[src/rtl/hpc_pkg.sv]
`timescale 1ns / 1ps
`default_nettype none

package hpc_pkg;

   localparam int TIME_W      = 32;
   localparam int PCT_W       = 7;
   localparam int CSR_DATA_W  = 32;
   localparam int CSR_INDEX_W = 3;

   localparam int PCT_SCALE = 100;

   localparam int AIR_RESET      = 3400;
   localparam int WATER_RESET    = 1400;
   localparam int DRY_RESET      = 35;
   localparam int WET_RESET      = 65;
   localparam int MAX_RUN_RESET  = 10000;
   localparam int COOLDOWN_RESET = 300000;
   localparam int RISE_RESET     = 5;

   typedef enum logic [CSR_INDEX_W-1:0] {
      CSR_AIR_VALUE     = 3'd0,
      CSR_WATER_VALUE   = 3'd1,
      CSR_DRY_THRESHOLD = 3'd2,
      CSR_WET_THRESHOLD = 3'd3,
      CSR_MAX_RUN_MS    = 3'd4,
      CSR_COOLDOWN_MS   = 3'd5,
      CSR_TANK_LOW_RISE = 3'd6
   } csr_index_type;

   typedef enum logic [1:0] {
      ST_IDLE,
      ST_DIVIDE,
      ST_UPDATE
   } state_type;

   typedef struct packed {
      logic load;
      logic step;
      logic commit;
   } cmd_type;

   typedef struct packed {
      logic div_done;
   } status_type;

endpackage

`default_nettype wire

[src/rtl/hpc_if.sv]
`timescale 1ns / 1ps
`default_nettype none

interface hpc_req_if #(parameter int ADC_BITS = 12) ();
   logic                             valid;
   logic                             ready;
   logic [ADC_BITS-1:0]              raw_sample;
   logic [hpc_pkg::TIME_W-1:0]       now_ms;

   modport source (output valid, output raw_sample, output now_ms, input ready);
   modport sink (input valid, input raw_sample, input now_ms, output ready);
endinterface

interface hpc_rsp_if ();
   logic                             valid;
   logic                             ready;
   logic [hpc_pkg::PCT_W-1:0]        moisture_pct;
   logic                             pump_on;
   logic                             tank_low;

   modport source (output valid, output moisture_pct, output pump_on, output tank_low,
                   input ready);
   modport sink (input valid, input moisture_pct, input pump_on, input tank_low,
                 output ready);
endinterface

`default_nettype wire

[src/rtl/hpc_ctrl.sv]
`timescale 1ns / 1ps
`default_nettype none

module hpc_ctrl (
   input  wire logic                 clock,
   input  wire logic                 reset,
   input  wire logic                 req_valid,
   output logic                      req_ready,
   output logic                      rsp_valid,
   input  wire logic                 rsp_ready,
   input  wire hpc_pkg::status_type  status,
   output hpc_pkg::cmd_type          cmd
);

   hpc_pkg::state_type state_ff, state_in;
   logic               rsp_valid_ff, rsp_valid_in;

   always_ff @(posedge clock) begin
      if (reset) begin
         state_ff     <= hpc_pkg::ST_IDLE;
         rsp_valid_ff <= 1'b0;
      end else begin
         state_ff     <= state_in;
         rsp_valid_ff <= rsp_valid_in;
      end
   end

   always_comb begin
      state_in   = state_ff;
      cmd        = '0;
      unique case (state_ff)
         hpc_pkg::ST_IDLE: begin
            if (req_valid) begin
               cmd.load = 1'b1;
               state_in = hpc_pkg::ST_DIVIDE;
            end
         end
         hpc_pkg::ST_DIVIDE: begin
            cmd.step = 1'b1;
            if (status.div_done) begin
               state_in = hpc_pkg::ST_UPDATE;
            end
         end
         hpc_pkg::ST_UPDATE: begin
            // The result register must be free before the state is committed.
            if (!rsp_valid_ff || rsp_ready) begin
               cmd.commit = 1'b1;
               state_in   = hpc_pkg::ST_IDLE;
            end
         end
         default: begin
            state_in = hpc_pkg::ST_IDLE;
         end
      endcase
   end

   always_comb begin
      if (cmd.commit) begin
         rsp_valid_in = 1'b1;
      end else if (rsp_ready) begin
         rsp_valid_in = 1'b0;
      end else begin
         rsp_valid_in = rsp_valid_ff;
      end
   end

   assign req_ready = (state_ff == hpc_pkg::ST_IDLE);
   assign rsp_valid = rsp_valid_ff;

endmodule

`default_nettype wire

[src/rtl/hpc_datapath.sv]
`timescale 1ns / 1ps
`default_nettype none

module hpc_datapath #(
   parameter int ADC_BITS = 12
) (
   input  wire logic                               clock,
   input  wire logic                               reset,
   input  wire hpc_pkg::cmd_type                   cmd,
   output hpc_pkg::status_type                     status,
   input  wire logic [ADC_BITS-1:0]                req_raw_sample,
   input  wire logic [hpc_pkg::TIME_W-1:0]         req_now_ms,
   input  wire logic                               csr_wr_en,
   input  wire logic [hpc_pkg::CSR_INDEX_W-1:0]    csr_index,
   input  wire logic [hpc_pkg::CSR_DATA_W-1:0]     csr_wdata,
   output logic [hpc_pkg::PCT_W-1:0]               rsp_moisture_pct,
   output logic                                    rsp_pump_on,
   output logic                                    rsp_tank_low
);

   // The numerator |raw - air| * 100 needs ADC_BITS + 7 bits.
   localparam int NW = ADC_BITS + 7;
   localparam int CW = $clog2(NW);
   localparam int TW = hpc_pkg::TIME_W;
   localparam int PW = hpc_pkg::PCT_W;

   // Configuration registers.
   logic [ADC_BITS-1:0] air_ff, air_in, water_ff, water_in;
   logic [PW-1:0]       dry_ff, dry_in, wet_ff, wet_in, rise_ff, rise_in;
   logic [TW-1:0]       max_run_ff, max_run_in, cooldown_ff, cooldown_in;

   // Controller state.
   logic                running_ff, running_in;
   logic [TW-1:0]       run_start_ff, run_start_in;
   logic [TW-1:0]       last_end_ff, last_end_in;
   logic                tank_ff, tank_in;
   logic [PW-1:0]       start_pct_ff, start_pct_in;

   // Per-item working registers.
   logic [TW-1:0]       now_ff, now_in;
   logic [NW-1:0]       num_ff, num_in;
   logic [ADC_BITS-1:0] rem_ff, rem_in;
   logic [ADC_BITS-1:0] den_ff, den_in;
   logic                pos_ff, pos_in;
   logic [CW-1:0]       cnt_ff, cnt_in;
   logic                cool_ok_ff, cool_ok_in;
   logic                run_to_ff, run_to_in;

   // Result registers.
   logic [PW-1:0]       pct_out_ff, pct_out_in;
   logic                pump_out_ff, pump_out_in;
   logic                tank_out_ff, tank_out_in;

   logic signed [ADC_BITS:0] diff, span;
   logic [ADC_BITS-1:0]      diff_mag, span_mag;
   logic [NW-1:0]            num_load;
   logic [ADC_BITS:0]        trial, trial_sub;
   logic                     trial_ge;
   logic [TW-1:0]            since_end, since_start;
   logic [PW-1:0]            pct;
   logic                     start, run_now, timeout, stop;
   logic [PW-1:0]            start_pct_sel;
   logic [PW:0]              rise_limit;
   logic                     low_rise;

   // Mapping operands, formed when an item is taken in.
   assign diff     = $signed({1'b0, req_raw_sample}) - $signed({1'b0, air_ff});
   assign span     = $signed({1'b0, water_ff}) - $signed({1'b0, air_ff});
   assign diff_mag = diff[ADC_BITS] ? ADC_BITS'(-diff) : diff[ADC_BITS-1:0];
   assign span_mag = span[ADC_BITS] ? ADC_BITS'(-span) : span[ADC_BITS-1:0];
   assign num_load = NW'(diff_mag) * NW'(hpc_pkg::PCT_SCALE);

   // One restoring division step per cycle; quotient bits shift into num_ff.
   assign trial     = {rem_ff, num_ff[NW-1]};
   assign trial_sub = trial - {1'b0, den_ff};
   assign trial_ge  = (trial >= {1'b0, den_ff});

   assign since_end   = now_ff - last_end_ff;
   assign since_start = now_ff - run_start_ff;

   // A negative or zero quotient, or equal calibration points, clamps to zero.
   always_comb begin
      if (!pos_ff) begin
         pct = '0;
      end else if (num_ff > NW'(hpc_pkg::PCT_SCALE)) begin
         pct = PW'(hpc_pkg::PCT_SCALE);
      end else begin
         pct = num_ff[PW-1:0];
      end
   end

   always_comb begin
      start   = !running_ff && (pct < dry_ff) && cool_ok_ff;
      run_now = running_ff || start;
      // A pump that starts in this step has zero elapsed run time.
      timeout = running_ff ? run_to_ff : (max_run_ff == '0);
      stop    = run_now && ((pct > wet_ff) || timeout);
      start_pct_sel = start ? pct : start_pct_ff;
      // pct - start < rise is evaluated as pct < start + rise.
      rise_limit = {1'b0, start_pct_sel} + {1'b0, rise_ff};
      low_rise   = ({1'b0, pct} < rise_limit);
   end

   always_comb begin
      air_in      = air_ff;
      water_in    = water_ff;
      dry_in      = dry_ff;
      wet_in      = wet_ff;
      rise_in     = rise_ff;
      max_run_in  = max_run_ff;
      cooldown_in = cooldown_ff;
      if (csr_wr_en) begin
         unique case (hpc_pkg::csr_index_type'(csr_index))
            hpc_pkg::CSR_AIR_VALUE:     air_in      = csr_wdata[ADC_BITS-1:0];
            hpc_pkg::CSR_WATER_VALUE:   water_in    = csr_wdata[ADC_BITS-1:0];
            hpc_pkg::CSR_DRY_THRESHOLD: dry_in      = csr_wdata[PW-1:0];
            hpc_pkg::CSR_WET_THRESHOLD: wet_in      = csr_wdata[PW-1:0];
            hpc_pkg::CSR_MAX_RUN_MS:    max_run_in  = csr_wdata[TW-1:0];
            hpc_pkg::CSR_COOLDOWN_MS:   cooldown_in = csr_wdata[TW-1:0];
            hpc_pkg::CSR_TANK_LOW_RISE: rise_in     = csr_wdata[PW-1:0];
            default: begin
            end
         endcase
      end
   end

   always_comb begin
      now_in  = now_ff;
      num_in  = num_ff;
      rem_in  = rem_ff;
      den_in  = den_ff;
      pos_in  = pos_ff;
      cnt_in  = cnt_ff;
      if (cmd.load) begin
         now_in = req_now_ms;
         num_in = num_load;
         rem_in = '0;
         den_in = span_mag;
         pos_in = (span != '0) && (diff[ADC_BITS] == span[ADC_BITS]);
         cnt_in = '0;
      end else if (cmd.step) begin
         num_in = {num_ff[NW-2:0], trial_ge};
         rem_in = trial_ge ? trial_sub[ADC_BITS-1:0] : trial[ADC_BITS-1:0];
         cnt_in = cnt_ff + CW'(1);
      end
      // These only depend on the held time and the state, so they settle
      // during the division and are read in the update cycle.
      cool_ok_in = (since_end >= cooldown_ff);
      run_to_in  = (since_start >= max_run_ff);
   end

   always_comb begin
      running_in   = running_ff;
      run_start_in = run_start_ff;
      last_end_in  = last_end_ff;
      tank_in      = tank_ff;
      start_pct_in = start_pct_ff;
      pct_out_in   = pct_out_ff;
      pump_out_in  = pump_out_ff;
      tank_out_in  = tank_out_ff;
      if (cmd.commit) begin
         running_in   = run_now && !stop;
         start_pct_in = start_pct_sel;
         if (start) begin
            run_start_in = now_ff;
         end
         if (stop) begin
            last_end_in = now_ff;
            tank_in     = timeout && low_rise;
         end
         pct_out_in  = pct;
         pump_out_in = run_now && !stop;
         tank_out_in = stop ? (timeout && low_rise) : tank_ff;
      end
   end

   always_ff @(posedge clock) begin
      if (reset) begin
         air_ff       <= ADC_BITS'(hpc_pkg::AIR_RESET);
         water_ff     <= ADC_BITS'(hpc_pkg::WATER_RESET);
         dry_ff       <= PW'(hpc_pkg::DRY_RESET);
         wet_ff       <= PW'(hpc_pkg::WET_RESET);
         rise_ff      <= PW'(hpc_pkg::RISE_RESET);
         max_run_ff   <= TW'(hpc_pkg::MAX_RUN_RESET);
         cooldown_ff  <= TW'(hpc_pkg::COOLDOWN_RESET);
         running_ff   <= 1'b0;
         run_start_ff <= '0;
         last_end_ff  <= '0;
         tank_ff      <= 1'b0;
         start_pct_ff <= '0;
         cnt_ff       <= '0;
      end else begin
         air_ff       <= air_in;
         water_ff     <= water_in;
         dry_ff       <= dry_in;
         wet_ff       <= wet_in;
         rise_ff      <= rise_in;
         max_run_ff   <= max_run_in;
         cooldown_ff  <= cooldown_in;
         running_ff   <= running_in;
         run_start_ff <= run_start_in;
         last_end_ff  <= last_end_in;
         tank_ff      <= tank_in;
         start_pct_ff <= start_pct_in;
         cnt_ff       <= cnt_in;
      end
   end

   always_ff @(posedge clock) begin
      now_ff      <= now_in;
      num_ff      <= num_in;
      rem_ff      <= rem_in;
      den_ff      <= den_in;
      pos_ff      <= pos_in;
      cool_ok_ff  <= cool_ok_in;
      run_to_ff   <= run_to_in;
      pct_out_ff  <= pct_out_in;
      pump_out_ff <= pump_out_in;
      tank_out_ff <= tank_out_in;
   end

   assign status.div_done  = (cnt_ff == CW'(NW - 1));
   assign rsp_moisture_pct = pct_out_ff;
   assign rsp_pump_on      = pump_out_ff;
   assign rsp_tank_low     = tank_out_ff;

endmodule

`default_nettype wire

[src/rtl/hysteresis_pump_controller.sv]
`timescale 1ns / 1ps
`default_nettype none

// Moisture pump controller. Each request transfer carries a raw ADC sample and
// the current millisecond time; each produces exactly one response transfer with
// the clamped moisture percentage and the pump and tank-low flags after the step.
// An item passes from its request transfer through the bit-serial restoring
// divider that maps the sample to a percentage, then through an update state,
// which is held for as long as the previous response still waits in its output
// register. The block handles one item at a time and takes the next request in
// the cycle after the update. Configuration registers are written through the
// csr_ port; the user must write them only while no item is in flight, as the
// block itself does not enforce it.

module hysteresis_pump_controller #(
   parameter int ADC_BITS = 12
) (
   input  wire logic                               clock,
   input  wire logic                               reset,
   hpc_req_if.sink                                 req_if,
   hpc_rsp_if.source                               rsp_if,
   input  wire logic                               csr_wr_en,
   input  wire logic [hpc_pkg::CSR_INDEX_W-1:0]    csr_index,
   input  wire logic [hpc_pkg::CSR_DATA_W-1:0]     csr_wdata
);

   hpc_pkg::cmd_type    cmd;
   hpc_pkg::status_type status;
   logic                req_ready;
   logic                rsp_valid;

   hpc_ctrl u_ctrl (
      .clock     (clock),
      .reset     (reset),
      .req_valid (req_if.valid),
      .req_ready (req_ready),
      .rsp_valid (rsp_valid),
      .rsp_ready (rsp_if.ready),
      .status    (status),
      .cmd       (cmd)
   );

   hpc_datapath #(
      .ADC_BITS (ADC_BITS)
   ) u_datapath (
      .clock            (clock),
      .reset            (reset),
      .cmd              (cmd),
      .status           (status),
      .req_raw_sample   (req_if.raw_sample),
      .req_now_ms       (req_if.now_ms),
      .csr_wr_en        (csr_wr_en),
      .csr_index        (csr_index),
      .csr_wdata        (csr_wdata),
      .rsp_moisture_pct (rsp_if.moisture_pct),
      .rsp_pump_on      (rsp_if.pump_on),
      .rsp_tank_low     (rsp_if.tank_low)
   );

   assign req_if.ready = req_ready;
   assign rsp_if.valid = rsp_valid;

`ifndef SYNTH
   // Once an item is taken in, no other is accepted until it has been processed.
   a_busy_after_accept: assert property (@(posedge clock) disable iff (reset)
      (req_if.valid && req_if.ready) |=> !req_if.ready)
      else $error("request accepted while an item is in progress");

   // A committed step always presents a response in the next cycle.
   a_commit_presents: assert property (@(posedge clock) disable iff (reset)
      cmd.commit |=> rsp_if.valid)
      else $error("committed step did not produce a response");

   // The controller issues at most one command per cycle.
   a_cmd_exclusive: assert property (@(posedge clock) disable iff (reset)
      $onehot0({cmd.load, cmd.step, cmd.commit}))
      else $error("controller issued overlapping commands");

   // The clamp keeps the reported percentage within range.
   a_pct_range: assert property (@(posedge clock) disable iff (reset)
      rsp_if.valid |-> (rsp_if.moisture_pct <= hpc_pkg::PCT_W'(hpc_pkg::PCT_SCALE)))
      else $error("moisture percentage above 100");
`endif

endmodule

`default_nettype wire

[src/flat_wrapper.sv]
// flat-port wrapper written by rule: the top's interface ports become plain ports
module hysteresis_pump_controller_flat 
#(
   parameter int ADC_BITS = 12
)
  (clock, reset, csr_wr_en, csr_index, csr_wdata, req_if_valid, req_if_raw_sample, req_if_now_ms, req_if_ready, rsp_if_valid, rsp_if_moisture_pct, rsp_if_pump_on, rsp_if_tank_low, rsp_if_ready);
  hpc_req_if #(.ADC_BITS(ADC_BITS)) req_if_i ();
  hpc_rsp_if rsp_if_i ();
  input  wire logic clock;
  input  wire logic reset;
  input  wire logic csr_wr_en;
  input  wire logic [hpc_pkg::CSR_INDEX_W-1:0] csr_index;
  input  wire logic [hpc_pkg::CSR_DATA_W-1:0] csr_wdata;
  input wire logic [$bits(req_if_i.valid)-1:0] req_if_valid;
  input wire logic [$bits(req_if_i.raw_sample)-1:0] req_if_raw_sample;
  input wire logic [$bits(req_if_i.now_ms)-1:0] req_if_now_ms;
  output wire logic [$bits(req_if_i.ready)-1:0] req_if_ready;
  output wire logic [$bits(rsp_if_i.valid)-1:0] rsp_if_valid;
  output wire logic [$bits(rsp_if_i.moisture_pct)-1:0] rsp_if_moisture_pct;
  output wire logic [$bits(rsp_if_i.pump_on)-1:0] rsp_if_pump_on;
  output wire logic [$bits(rsp_if_i.tank_low)-1:0] rsp_if_tank_low;
  input wire logic [$bits(rsp_if_i.ready)-1:0] rsp_if_ready;
  assign req_if_i.valid = req_if_valid;
  assign req_if_i.raw_sample = req_if_raw_sample;
  assign req_if_i.now_ms = req_if_now_ms;
  assign req_if_ready = req_if_i.ready;
  assign rsp_if_valid = rsp_if_i.valid;
  assign rsp_if_moisture_pct = rsp_if_i.moisture_pct;
  assign rsp_if_pump_on = rsp_if_i.pump_on;
  assign rsp_if_tank_low = rsp_if_i.tank_low;
  assign rsp_if_i.ready = rsp_if_ready;
  hysteresis_pump_controller #(.ADC_BITS(ADC_BITS)) u_core (.clock(clock), .reset(reset), .req_if(req_if_i), .rsp_if(rsp_if_i), .csr_wr_en(csr_wr_en), .csr_index(csr_index), .csr_wdata(csr_wdata));
endmodule
[config.mk]
export PLATFORM = sky130hd
export DESIGN_NAME = hysteresis_pump_controller_flat
export DESIGN_NICKNAME = d
export VERILOG_FILES = /design/src/rtl/hpc_pkg.sv /design/src/rtl/hpc_if.sv /design/src/rtl/hpc_ctrl.sv /design/src/rtl/hpc_datapath.sv /design/src/rtl/hysteresis_pump_controller.sv /design/src/flat_wrapper.sv
export SDC_FILE = /design/constraint.sdc
export NUM_CORES = 1
export LEC_CHECK = 0
export BUFFER_PORTS_ARGS = -buffer_cell sky130_fd_sc_hd__clkbuf_2
export CAP_MARGIN = 20
export CORE_MARGIN = 3
export CORE_UTILIZATION = 28
export CTS_CLUSTER_DIAMETER = 50
export DETAILED_ROUTE_END_ITERATION = 12
export PLACE_DENSITY = 0.52
export SLEW_MARGIN = 20
export SYNTH_ARGS = -nofsm -noshare
export SYNTH_HDL_FRONTEND = slang
export SYNTH_HIERARCHICAL = 1
export SYNTH_SLANG_ARGS = --single-unit
export TNS_END_PERCENT = 10
[constraint.sdc]
create_clock -name clock -period 7 [get_ports clock]
set_clock_uncertainty 0.15 [all_clocks]
set_input_delay 0.35 -clock clock [delete_from_list [all_inputs] [get_ports clock]]
set_output_delay 0.35 -clock clock [all_outputs]
set_load 0.02 [all_outputs]
==> impl_metrics.json <==
{
  "syn_inst": 2220,
  "slew_headroom_pct": 29.8,
  "ys_types": 68,
  "crit_required_ns": 7.13,
  "start_util_pct": 28.5,
  "clock-sinks": 277,
  "finalPower_mw": 5.61,
  "drt.antenna.violating_nets": 0,
  "critPathTopFamily": "compound AO/OA/AOI/OAI gates",
  "dieWidth_um": 263,
  "synth_top_family_by_area": "compound AO/OA/AOI/OAI gates",
  "diodes": 0,
  "yosys-mux-area-fraction_pct": 2.87,
  "max_stage_delay_ns": 0.46,
  "cp_max_fo": 14,
  "path_cells": "ha_1 -> inv_1 -> fa_1 -> a21o_1 -> a21boi_0 -> o21ai_0 -> a31oi_1 -> o31a_1 -> nand2_1 -> xnor2_1 -> ha_1 -> ha_1 -> fa_1 -> ha_1 -> a21o_1 -> a21oi_1 -> o21bai_1 -> a211oi_1 -> o311ai_0 -> a21o_1 -> a21oi_1 -> xor2_1 -> mux2i_1",
  "synth_xor_area_share_pct": 5.76,
  "drive_gt1_share_pct": 8.74,
  "p_leak_nw": 8.70,
  "ys_seq_elements": 277,
  "yosysSeqAreaShare_pct": 33.7,
  "synth_edf_count": 71,
  "finalHoldViolations": 0,
  "yosys.area_share.simple_pct": 16.6,
  "placedCellCount": 3111,
  "dr.first_iter.drc_count": 892,
  "ys_async_sr_fraction_pct": 0,
  "fin_crit_sh_pct": 89.6,
  "cts_tree": "done",
  "areaGrowthSynthToFinish_pct": 18.3,
  "globalRouteOverflowTotal": 0,
  "worstSetupPathType": "reg -> reg",
  "fin_nets": 2688,
  "grt_max_degree": 89,
  "dieArea_um2": 69400,
  "num-fill-cells": 6694,
  "drt_wl_total_um": 50300,
  "drc": 0,
  "yosys.area_share.adder_pct": 17.0,
  "crit_path_start_kind": "register",
  "synth_warnings": 6,
  "clock_latency_ns": 0.56,
  "root_buffer": "clkbuf_16",
  "synth_flop_cell": "dfxtp_1",
  "via_count": 15600,
  "core_um2": 65000,
  "final_cells": 3247,
  "cts_buffer_depth": 3,
  "avgSynthCellArea_um2": 8.36,
  "htreeDepth": 2,
  "tightest_slew_ns": 1.05,
  "hpwl_um": 37700,
  "yosysTopAreaCellShare_pct": 22.2,
  "regArea_um2": 6260,
  "hp-class": "in -> reg",
  "firstDrtPassIters": 5,
  "fin_crit_ns": 6.27,
  "maxCapViolCount": 0,
  "rsz0062_at_grt": "no",
  "wire_per_inst_um": 15.5,
  "multi_input_area_um2": 11200,
  "routed_via_density": 4.79,
  "setup_viol": 0,
  "drv_slew": 0,
  "netlist_area_um2": 18600,
  "worst-path-buf-inv": 1,
  "syn_nets": 2548,
  "yosys-top-cells-area": "dfxtp_1, ha_1, edfxtp_1",
  "gp_congestion": 0.871,
  "io_pins": 95,
  "p_per_area_nw_per_um2": 256,
  "clk_pin_slew_ns": 0.06,
  "ir_drop_mv": 0.147,
  "grt_pass1_wl_um": 80400,
  "endpoint_kind": "register",
  "cpMaxStageDelayCell": "fa_1",
  "synth.most_common_cell": "nand2_1",
  "grt_use_total_pct": 14.2,
  "critPathMostFrequentCell": "ha_1",
  "tns_ns": 0,
  "fmax_mhz": 159,
  "antenna_found_initial": 1,
  "whs_ns": 0.0375,
  "crit_arrival_ns": 6.40,
  "synthTopCellsByCount": "nand2_1, a21oi_1, ha_1",
  "synth_compound_area_share_pct": 17.7,
  "die_h_um": 263,
  "portBuffers": 94,
  "grt_pass1_vias": 15300,
  "cts_made_buffers": 41,
  "synth_area_leader_cell": "dfxtp_1",
  "rows": 93,
  "status": "complete, no violations"
}
## cells in the final DEF (no fill, tap or decap), types with 56 or more instances in the layout
cell and instances:
a21oi_1 240, clkbuf_2 93, edfxtp_1 71, xnor2_1 78, a21o_1 56, ha_1 231, inv_1 227, nor2_1 123
o21ai_0 85, dfxtp_1 206, dlygate4sd3_1 59, nand2_1 350
## power breakdown
group / total, mW / switching [mW] / internal [mW] / leakage, nW
registers: 1.84 / 0.0674 / 1.77 / 2.35
logic: 1.70 / 0.949 / 0.748 / 5.66
clock network: 2.08 / 0.785 / 1.29 / 0.685
total: 5.61 / 1.80 / 3.81 / 8.70
## path summary, 6_finish.rpt
check,from,end,slack (ns),cells after the start
min,csr_wdata[10],u_core/u_datapath/cooldown_ff[10],0.04,3
max,u_core/u_datapath/air_ff[0],u_core/u_datapath/num_ff[18],0.73,23
min reg2reg,u_core/u_datapath/cooldown_ff[31],u_core/u_datapath/cooldown_ff[31],0.30,2
max reg2reg,u_core/u_datapath/air_ff[0],u_core/u_datapath/num_ff[18],0.73,23
## worst register-to-register path, stage by stage, from the launching register on
cell and delay [ns]:
dfxtp_1 0.37, ha_1 0.18, inv_1 0.05, fa_1 0.39, a21o_1 0.21, a21boi_0 0.23
o21ai_0 0.15, a31oi_1 0.24, o31a_1 0.45, nand2_1 0.12, xnor2_1 0.29, ha_1 0.30
ha_1 0.31, fa_1 0.46, ha_1 0.35, a21o_1 0.20, a21oi_1 0.22, o21bai_1 0.11
a211oi_1 0.32, o311ai_0 0.25, a21o_1 0.22, a21oi_1 0.17, xor2_1 0.16, mux2i_1 0.08
## what timing repair did
item | in CTS | in global routing
resized for setup | 0 | 0
setup buffers | 0 | 0
hold buffers | 59 | 0
endpoints found under the hold margin | 87 | 0
## registers in the layout, indices dropped and copies added, names as in the netlist, 12 cells and up
signal / cells
u_core/u_datapath/max_run_ff: 32
u_core/u_datapath/last_end_ff: 32
u_core/u_datapath/run_start_ff: 32
u_core/u_datapath/rem_ff: 12
u_core/u_datapath/water_ff: 12
u_core/u_datapath/now_ff: 32
u_core/u_datapath/num_ff: 19
u_core/u_datapath/air_ff: 12
u_core/u_datapath/den_ff: 12
u_core/u_datapath/cooldown_ff: 32
## per-stage QoR
stage          worst slack [ns]  util [%]  area, um^2
2_1_floorplan              1.22         -       18600
3_3_place_gp              0.678      30.6       19900
3_5_place_dp              0.654      30.6       19900
4_1_cts                   0.703      33.7       21900
5_1_grt                   0.224      33.8       22000
6_report                  0.725      33.8       22000
## layer usage
metal | GRT usage [%] | up-vias | share of wire [%]
li1 | - | 7972 | -
met1 | 18.5 | 7208 | 47
met2 | 23.6 | 283 | 46
met3 | 2.39 | 95 | 4.0
met4 | 4.81 | 2 | 3.1
met5 | 0 | - | 0.018
## cells by family (layout without fill, tap and decap cells)
kind of cell	count (synthesis)	after routing
and+or+nand+nor	686	686
xor gates and xnor gates	122	122
muxes	52	52
AOI/OAI and AO/OA	539	539
buffers and inverters	299	471
adders and majority gates	245	245
DFF	277	277
## cell type report
| type | count | area share [%] |
|---|---|---|
| Multi-Input combinational cell | 1644 | 50.9 |
| Sequential cell | 277 | 28.5 |
| Clock buffer | 58 | 5.53 |
| Timing Repair Buffer | 169 | 5.48 |
| Tap cell | 855 | 4.87 |
| Inverter | 227 | 3.88 |
| Clock inverter | 17 | 0.843 |
(Power assumes the default switching activity.)
